**config.mk**
```make
export PLATFORM = sky130hd
export DESIGN_NAME = cfus_front
export DESIGN_NICKNAME = d
export VERILOG_FILES = /design/src/sv/cfus_pkg.sv /design/src/sv/cfus_front.sv
export SDC_FILE = /design/constraint.sdc
export NUM_CORES = 1
export LEC_CHECK = 0
export BUFFER_PORTS_ARGS = -buffer_cell sky130_fd_sc_hd__buf_2
export CAP_MARGIN = 20
export CORE_UTILIZATION = 25
export CTS_BUF_LIST = sky130_fd_sc_hd__clkbuf_8
export DETAILED_ROUTE_END_ITERATION = 6
export PLACE_DENSITY = 0.5
export SLEW_MARGIN = 20
export SYNTH_ARGS = -nofsm -noshare
export SYNTH_HDL_FRONTEND = slang
export SYNTH_SLANG_ARGS = --single-unit
```
**constraint.sdc**
```tcl
create_clock -name clk -period 1.5 [get_ports clk]
set_input_delay 0.3 -clock clk [delete_from_list [all_inputs] [get_ports clk]]
set_output_delay 0.3 -clock clk [all_outputs]
set_load 0.02 [all_outputs]
```
**src/sv/cfus_pkg.sv**
```systemverilog
`timescale 1ns / 1ps

package cfus_pkg;

    // buffer size and header length
    localparam int PAYLOAD_MAX  = 4096;
    localparam int ADDR_W       = $clog2(PAYLOAD_MAX);
    localparam int HEADER_BYTES = 12;

    // field widths
    localparam int LEN_W = 13;
    localparam int ID_W  = 16;

    // configuration register indexes
    localparam logic REG_PAYLOAD_LENGTH = 1'b0;
    localparam logic REG_MAX_CHUNK      = 1'b1;
    localparam logic [LEN_W-1:0] MAX_CHUNK_RESET = 13'd512;

    // phase codes as seen on the phase port
    localparam logic [2:0] PH_IDLE       = 3'd0;
    localparam logic [2:0] PH_WAIT_OPEN  = 3'd1;
    localparam logic [2:0] PH_HEADER     = 3'd2;
    localparam logic [2:0] PH_DATA       = 3'd3;
    localparam logic [2:0] PH_WAIT_ACK   = 3'd4;
    localparam logic [2:0] PH_WAIT_FINAL = 3'd5;
    localparam logic [2:0] PH_OK         = 3'd6;
    localparam logic [2:0] PH_FAILED     = 3'd7;

    // error codes
    localparam logic [2:0] ERR_NONE         = 3'd0;
    localparam logic [2:0] ERR_NO_RESPONSE  = 3'd1;
    localparam logic [2:0] ERR_CREATE       = 3'd2;
    localparam logic [2:0] ERR_UNEXPECTED   = 3'd3;
    localparam logic [2:0] ERR_PKT_TIMEOUT  = 3'd4;
    localparam logic [2:0] ERR_BAD_ACK      = 3'd5;
    localparam logic [2:0] ERR_COMPLETION   = 3'd6;

    // response codes from the display
    localparam logic [7:0] RSP_OPEN     = 8'hFE;
    localparam logic [7:0] RSP_CREATE_F = 8'h06;
    localparam logic [7:0] RSP_ACK      = 8'h05;
    localparam logic [7:0] RSP_NAK      = 8'h04;
    localparam logic [7:0] RSP_DONE     = 8'hFD;

    // request codes on req_type
    localparam logic [2:0] REQ_LOAD    = 3'd0;
    localparam logic [2:0] REQ_START   = 3'd1;
    localparam logic [2:0] REQ_SLOT    = 3'd2;
    localparam logic [2:0] REQ_RESP    = 3'd3;
    localparam logic [2:0] REQ_TIMEOUT = 3'd4;

    // classified command held in the queue
    typedef enum logic [2:0] {
        CMD_LOAD,
        CMD_START,
        CMD_SLOT,
        CMD_RESP,
        CMD_TIMEOUT,
        CMD_NONE
    } cmd_t;

    typedef struct packed {
        cmd_t       cmd;
        logic [7:0] data;
    } item_t;

    typedef struct packed {
        logic [LEN_W-1:0] payload_length;
        logic [LEN_W-1:0] max_chunk;
    } cfg_t;

    // byte of the packet header at a given position
    function automatic logic [7:0] header_byte(
        input logic [3:0]       pos,
        input logic [ID_W-1:0]  id,
        input logic [LEN_W-1:0] chunk
    );
        logic [7:0] b;
        case (pos)
            4'd0:    b = 8'h3A;
            4'd1:    b = 8'hA1;
            4'd2:    b = 8'hBB;
            4'd3:    b = 8'h44;
            4'd4:    b = 8'h7F;
            4'd5:    b = 8'hFF;
            4'd6:    b = 8'hFE;
            4'd7:    b = 8'h00;
            4'd8:    b = id[7:0];
            4'd9:    b = id[15:8];
            4'd10:   b = chunk[7:0];
            default: b = {3'b000, chunk[12:8]};
        endcase
        return b;
    endfunction

endpackage

```
**src/sv/cfus_front.sv**
```systemverilog
`timescale 1ns / 1ps

module cfus_front (
    input  logic                clk,
    input  logic                rst_n,
    input  logic                in_valid,
    output logic                in_stall,
    input  logic [2:0]          req_type,
    input  logic [7:0]          data_byte,
    output logic                item_valid,
    output cfus_pkg::item_t     item,
    input  logic                item_pop
);

    cfus_pkg::item_t fifo_reg [2];
    logic            wr_ptr_reg, wr_ptr_next;
    logic            rd_ptr_reg, rd_ptr_next;
    logic [1:0]      count_reg, count_next;
    logic            push;
    logic            pop;
    cfus_pkg::item_t decoded;

    // classify the request
    always_comb
    begin
        decoded.data = data_byte;
        unique case (req_type)
            cfus_pkg::REQ_LOAD:    decoded.cmd = cfus_pkg::CMD_LOAD;
            cfus_pkg::REQ_START:   decoded.cmd = cfus_pkg::CMD_START;
            cfus_pkg::REQ_SLOT:    decoded.cmd = cfus_pkg::CMD_SLOT;
            cfus_pkg::REQ_RESP:    decoded.cmd = cfus_pkg::CMD_RESP;
            cfus_pkg::REQ_TIMEOUT: decoded.cmd = cfus_pkg::CMD_TIMEOUT;
            default:               decoded.cmd = cfus_pkg::CMD_NONE;
        endcase
    end

    // two-entry queue towards the back end
    assign in_stall   = (count_reg == 2'd2);
    assign push       = in_valid && !in_stall;
    assign item_valid = (count_reg != 2'd0);
    assign pop        = item_pop && item_valid;
    assign item       = fifo_reg[rd_ptr_reg];

    always_comb
    begin
        wr_ptr_next = push ? ~wr_ptr_reg : wr_ptr_reg;
        rd_ptr_next = pop ? ~rd_ptr_reg : rd_ptr_reg;
        count_next  = count_reg + {1'b0, push} - {1'b0, pop};
    end

    always_ff @(posedge clk or negedge rst_n)
    begin
        if (!rst_n)
        begin
            wr_ptr_reg <= 1'b0;
            rd_ptr_reg <= 1'b0;
            count_reg  <= 2'd0;
        end
        else
        begin
            wr_ptr_reg <= wr_ptr_next;
            rd_ptr_reg <= rd_ptr_next;
            count_reg  <= count_next;
        end
    end

    // queue storage
    always_ff @(posedge clk)
    begin
        if (push)
        begin
            fifo_reg[wr_ptr_reg] <= decoded;
        end
    end

endmodule

```
After elaboration in Yosys (flattened, before gate mapping)
Memories as Yosys holds them, arrays and structs flattened.
Index checks and enable logic that the tools add are counted.

storage, ports and cells
  bits in registers = 4
  memory bits (writable) = 22
  bits of input ports = 15
  output and inout port bits = 13
  word-level logic and storage cells = 21
  memories kept = 1

operators by class
  add/subtract/negate cells = 2
  equal/unequal tests = 5
  multiplexer cells = 3
  bitwise gates (word level) = 2
  reduce and logical (&&, ||, !) cells = 5

memories
  name      words  width  read ports  clocked after Yosys merged registers in  write ports  RTL line          text
  fifo_reg  2      11     1           0                                        1            cfus_front.sv:15  cfus_pkg::item_t fifo_reg [2];

operators by type and width
  cell                                                 count
  one-hot mux 3 bit (5 select lines)                   1
  equality test 3 x 2 -> 1 bit, second input constant  2
  equality test 3 x 1 -> 1 bit, second input constant  1
  equality test 3 bit, second input constant           1
  zero test 3 bit                                      1
  adder 2 x 1 -> 2 bit                                 1
  equality test 2 bit, second input constant           1
  logical AND 1 bit                                    2
  two-way mux 1 bit                                    2
  NOT 1 bit                                            2
  nonzero test 2 bit                                   1
  subtractor 2 x 1 -> 2 bit                            1
  zero test 1 bit                                      1

Longest topological paths before layout
  depth in word-level cells = 5
  gate-level depth with buffers = 7
  mapped depth without buffers = 7

Least setup slack after synthesis
Ideal clock, no wire load.

  path kind = reg-to-reg
  start = register count_reg[1]
  end = register count_reg[1]
  setup time = 0.123 ns
  arrival = 1.539 ns
  required time = 1.377 ns
  setup slack = -0.161 ns
  stages on the path, launching flop included = 8
  buffers on the path = 0
  period minus slack after synthesis = 1.661 ns
  path through = dfrtp_1 -> or2_4 -> and2_4 -> ha_1 -> inv_1 -> ha_1 -> xnor2_1 -> xnor2_1

on the way
  elaborated cells on any way between the ends = 7
  classes of those cells = 2 x add/sub; 1 x eq/ne; 4 x reduce/logical

RTL lines
  item                       RTL line          text
  from (decl)                cfus_front.sv:18  logic [1:0] count_reg, count_next;
  from (signal assigned)     cfus_front.sv:63  count_reg <= count_next;
  nonzero test 2 bit         cfus_front.sv:40  assign item_valid = (count_reg != 2'd0);
  net item_valid             cfus_front.sv:10  output logic item_valid,
  logical AND 1 bit          cfus_front.sv:41  assign pop = item_pop && item_valid;
  net pop                    cfus_front.sv:20  logic pop;
  subtractor 2 x 1 -> 2 bit  cfus_front.sv:48  count_next = count_reg + {1'b0, push} - {1'b0, pop};
  net count_next[1]          cfus_front.sv:18

The timed path passes the listed nets, and every way through them passes these cells.
A chain may end at the register's enable or synchronous reset.

Worst setup path after layout
  start = register count_reg[1]
  end = register count_reg[1]

on the way
  elaborated cells on any way between the ends = 7
  classes of those cells = 2 x add/sub; 1 x eq/ne; 4 x reduce/logical

RTL lines
  item                       RTL line
  nonzero test 2 bit         cfus_front.sv:40
  logical AND 1 bit          cfus_front.sv:41
  net pop                    cfus_front.sv:20
  subtractor 2 x 1 -> 2 bit  cfus_front.sv:48
  net count_next[1]          cfus_front.sv:18

The timed path passes the listed nets, and every way through them passes these cells.

==> impl_results.html <==
<table>
<tr><th>Metric</th><th>Value</th></tr>
<tr><th colspan="2">Run status</th></tr>
<tr><td>Status</td><td>finished, violations left</td></tr>
<tr><td>Failing checks</td><td>negative setup slack</td></tr>
<tr><th colspan="2">Layout</th></tr>
<tr><td>Largest register FFs</td><td>22</td></tr>
<tr><td>Fill cell instance count of the final layout</td><td>353</td></tr>
<tr><td>Leading cell type in the layout, fill and taps excluded</td><td>sky130_fd_sc_hd__edfxtp_1</td></tr>
<tr><td>Most used cells in the layout excluding fill and tap cells</td><td>sky130_fd_sc_hd__edfxtp_1, sky130_fd_sc_hd__buf_2, sky130_fd_sc_hd__buf_6</td></tr>
<tr><td>Area added between synthesis and finish</td><td>48.5%</td></tr>
<tr><td>Proportion of layout cells with a drive suffix above 1</td><td>0.639</td></tr>
<tr><td>Antenna diode instance count</td><td>0</td></tr>
<tr><td>Final net count</td><td>115</td></tr>
<tr><td>Core Util, Final</td><td>0.399</td></tr>
<tr><th colspan="2">Synthesis</th></tr>
<tr><td>Largest family of logic cells by synthesized area</td><td>multiplexers</td></tr>
<tr><td>Sequential area share after synthesis</td><td>0.750</td></tr>
<tr><td>Mux contribution to synthesized area</td><td>0.122</td></tr>
<tr><td>Post-synthesis share of cell area spent on xor and xnor gates</td><td>0.0345</td></tr>
<tr><td>Post-synthesis share of cell area spent on and, or, nand and nor gates</td><td>0.0432</td></tr>
<tr><td>Share of the synthesized area in the top cell type</td><td>0.651</td></tr>
<tr><td>Synthesized area per cell</td><td>18.4 um^2</td></tr>
<tr><td>Fraction of the mapped netlist area in compound gates</td><td>0.00740</td></tr>
<tr><td>Primary flip-flop cell chosen by synthesis mapping</td><td>sky130_fd_sc_hd__edfxtp_1</td></tr>
<tr><td>Count of cell types in the netlist</td><td>17</td></tr>
<tr><td>Number of enable-type register cells in the synthesized netlist</td><td>22</td></tr>
<tr><td>Syn Std Cell Area</td><td>1010 um^2</td></tr>
<tr><td>Area share of fa/ha/maj cells after synthesis</td><td>0.0247</td></tr>
<tr><td>Ranking of synthesized cells by area</td><td>sky130_fd_sc_hd__edfxtp_1, sky130_fd_sc_hd__mux2_2, sky130_fd_sc_hd__dfrtp_1</td></tr>
<tr><td>Warnings, synthesis</td><td>0</td></tr>
<tr><td>Count of state elements after synthesis</td><td>26</td></tr>
<tr><td>Library cell occupying the most area in the post-synthesis netlist</td><td>sky130_fd_sc_hd__edfxtp_1</td></tr>
<tr><td>Cell count after synthesis</td><td>55</td></tr>
<tr><td>Synthesized Nets</td><td>72</td></tr>
<tr><td>Share of synthesized flip-flops with an asynchronous set or reset</td><td>0.154</td></tr>
<tr><th colspan="2">Route</th></tr>
<tr><td>Routed WL</td><td>1760 um</td></tr>
<tr><td>Routed len/inst</td><td>12.1 um</td></tr>
<tr><td>Total via count in the routed design</td><td>588</td></tr>
<tr><td>Antenna-violating nets left</td><td>0</td></tr>
<tr><td>Ratio of routed vias to standard cells</td><td>4.06</td></tr>
<tr><td>Detailed Route Iter0 Violations</td><td>8</td></tr>
<tr><td>DRC errors left</td><td>0</td></tr>
<tr><td>Total iterations of the first detailed-routing run</td><td>2</td></tr>
<tr><th colspan="2">Die</th></tr>
<tr><td>Number of primary I/O pins</td><td>28</td></tr>
<tr><td>Rows</td><td>22</td></tr>
<tr><td>Die height</td><td>65.7 um</td></tr>
<tr><td>Starting density of the core</td><td>0.269</td></tr>
<tr><td>Die footprint</td><td>4320 um^2</td></tr>
<tr><td>Total core area</td><td>3770 um^2</td></tr>
<tr><td>Chip Width</td><td>65.7 um</td></tr>
<tr><th colspan="2">Place</th></tr>
<tr><td>Placer Congestion</td><td>0.689</td></tr>
<tr><td>Detailed Place HPWL</td><td>1230 um</td></tr>
<tr><td>IO Port Bufs</td><td>27</td></tr>
<tr><th colspan="2">Timing</th></tr>
<tr><td>Actual transition at the worst max-transition pin</td><td>0.290 ns</td></tr>
<tr><td>Final setup fails</td><td>13</td></tr>
<tr><td>Final worst setup slack</td><td>-0.0858 ns</td></tr>
<tr><td>Endpoints failing hold</td><td>0</td></tr>
<tr><td>Worst max-slew margin expressed relative to the limit</td><td>0.807</td></tr>
<tr><td>Final clock period utilization by the worst path</td><td>1.06</td></tr>
<tr><td>Highest clock rate</td><td>631 MHz</td></tr>
<tr><td>Worst clock skew on the final layout</td><td>0.00225 ns</td></tr>
<tr><td>Final worst hold slack</td><td>0.224 ns</td></tr>
<tr><td>Final period demand of the worst path</td><td>1.59 ns</td></tr>
<tr><td>Final count of pins violating max slew</td><td>0</td></tr>
<tr><td>Setup repair after global routing missed its margin</td><td>true</td></tr>
<tr><th colspan="2">Global routing</th></tr>
<tr><td>GRT Util Overall</td><td>0.0925</td></tr>
<tr><td>Vias in the first global route</td><td>655</td></tr>
<tr><td>Wire length of the first global-routing pass</td><td>2950 um</td></tr>
<tr><td>Sum of overflow across all layers after global routing</td><td>0</td></tr>
<tr><td>Largest net degree at the start of global routing</td><td>15</td></tr>
<tr><td>Antenna violations before repair</td><td>0</td></tr>
<tr><th colspan="2">Power</th></tr>
<tr><td>Fraction of power spent switching nets</td><td>0.314</td></tr>
<tr><td>Logic pwr share</td><td>0.514</td></tr>
<tr><td>Overall power consumption</td><td>3.01 mW</td></tr>
<tr><td>Static Leak</td><td>0.635 nW</td></tr>
<tr><td>Power per cell area</td><td>2000 nW/um^2</td></tr>
<tr><td>Internal power</td><td>2.06 mW</td></tr>
<tr><td>Portion of total power attributed to the clock network</td><td>0.129</td></tr>
<tr><td>Share of power burned in registers</td><td>0.357</td></tr>
<tr><td>VDD IR max</td><td>0.000992 V</td></tr>
<tr><td>Switching power of the nets</td><td>946 uW</td></tr>
<tr><th colspan="2">Setup path</th></tr>
<tr><td>Reg-to-reg setup timing slack</td><td>-0.09 ns</td></tr>
<tr><td>Critical path type</td><td>flop to flop</td></tr>
<tr><td>Number of cell instances on the worst register-to-register path</td><td>7</td></tr>
<tr><td>R2R Path End</td><td>count_reg[1]$_DFF_PN0_</td></tr>
<tr><td>Element type at the critical path end</td><td>flop</td></tr>
<tr><td>Startpoint class of the critical path</td><td>flop</td></tr>
<tr><td>Maximum net fanout on the critical path</td><td>3</td></tr>
<tr><td>Data required, critical path</td><td>1.65 ns</td></tr>
<tr><td>Critical path data arrival time</td><td>1.74 ns</td></tr>
<tr><td>Crit Reg-Reg Startpoint</td><td>count_reg[1]$_DFF_PN0_</td></tr>
<tr><th colspan="2">Flow run</th></tr>
<tr><td>Maximum capacitance violations</td><td>0</td></tr>
<tr><th colspan="2">Clock tree</th></tr>
<tr><td>Clk Latency, worst-skew pair</td><td>0.26 ns</td></tr>
<tr><td>Maximum level of the CTS H-tree</td><td>1</td></tr>
<tr><td>Clock transition at the register clock pins on the worst setup and hold paths after CTS</td><td>0.09 ns</td></tr>
<tr><td>Clock tree from TritonCTS</td><td>built</td></tr>
<tr><td>Count of clock tree sinks</td><td>26</td></tr>
<tr><td>Clock buffers created by TritonCTS</td><td>3</td></tr>
<tr><td>Buffer levels on the longest clock path</td><td>2</td></tr>
<tr><td>Clock root cell</td><td>sky130_fd_sc_hd__clkbuf_8</td></tr>
<tr><th colspan="2">Min path</th></tr>
<tr><td>Worst hold path cell count</td><td>1</td></tr>
<tr><td>Class of the tightest hold or removal check</td><td>input pin to flop</td></tr>
<tr><td>Hold wc startpoint</td><td>data_byte[5]</td></tr>
<tr><td>Worst hold path endpoint</td><td>fifo_reg[0][5]$_DFFE_PP_</td></tr>
</table>
metal layers:
layer | global-route usage | share of wire | vias up
li1 | - | - | 286
met1 | 0.114 | 0.42 | 290
met2 | 0.159 | 0.55 | 12
met3 | 0.0226 | 0.031 | 0
met4 | 0.0245 | 0 | 0
met5 | 0 | 0 | -
layout make-up:
class                   count  area (um^2)  area share
flip-flops and latches     26          761       0.505
repair buffers             40          318       0.211
multi-input cells          25          315       0.209
well taps                  48         60.1      0.0399
clock buffers               3         41.3      0.0274
inverters                   2         7.51     0.00498
clock inverters             1         3.75     0.00249
synthesized netlist by cell type (all sizes together), types with 2 or more instances:
library cell and instances:
xnor2 3, mux2 11, inv 2, dfrtp 4, edfxtp 22, ha 2
power by group through the flow:
stage | logic, mW | registers, mW | clock network [mW]
2_1_floorplan | 0.737 | 1.08 | 0
6_report | 1.55 | 1.08 | 0.387
3_5_place_dp | 1.15 | 1.08 | 0
5_1_grt | 1.66 | 1.10 | 0.425
3_3_place_gp | 1.13 | 1.07 | 0
4_1_cts | 1.54 | 1.08 | 0.402
worst max-delay path by stage:
stage                                       from                     end  slack (ns)  cells after the start
after floorplan           count_reg[0]$_DFF_PN0_  count_reg[1]$_DFF_PN0_       -0.11                      7
after global placement    count_reg[0]$_DFF_PN0_  count_reg[1]$_DFF_PN0_       -0.05                      7
after detailed placement  count_reg[0]$_DFF_PN0_  count_reg[1]$_DFF_PN0_       -0.10                      7
after CTS                 count_reg[0]$_DFF_PN0_                in_stall       -0.09                      5
after global routing      count_reg[1]$_DFF_PN0_  count_reg[1]$_DFF_PN0_       -0.15                      7
final                     count_reg[1]$_DFF_PN0_  count_reg[1]$_DFF_PN0_       -0.09                      7
through the flow:
| step | std cells | setup TNS, ns | cell area, um^2 | worst slack, ns |
|---|---|---|---|---|
| after floorplan | 55 | -0.122 | 1040 | -0.115 |
| after global placement | 137 | -0.0535 | 1290 | -0.0535 |
| after detailed placement | 137 | -0.100 | 1290 | -0.100 |
| after CTS | 144 | -0.799 | 1490 | -0.0937 |
| after global routing | 145 | -1.23 | 1510 | -0.152 |
| final | 145 | -0.650 | 1510 | -0.0858 |
what timing repair did:
item	in CTS	in global routing
setup endpoints to repair	28	21
pin swaps	2	0
hold endpoints to repair	4	0
setup buffers	2	1
resized for setup	39	2
hold buffers	1	0
cells by family after synthesis:
group	count (synthesis)
simple gates	7
mux	11
flops	26
fa+ha+maj	2
compound gates	1
xor+xnor	4
buf+inv	4
critical path, stage by stage, from the launching register on:
cell and delay [ns]:
sky130_fd_sc_hd__dfrtp_1 0.40, sky130_fd_sc_hd__or2_4 0.24, sky130_fd_sc_hd__and2_4 0.15, sky130_fd_sc_hd__ha_4 0.25
sky130_fd_sc_hd__inv_2 0.04, sky130_fd_sc_hd__ha_4 0.15, sky130_fd_sc_hd__xnor2_2 0.12, sky130_fd_sc_hd__xnor2_1 0.12
No activity file was read; power rests on OpenSTA's default activity.
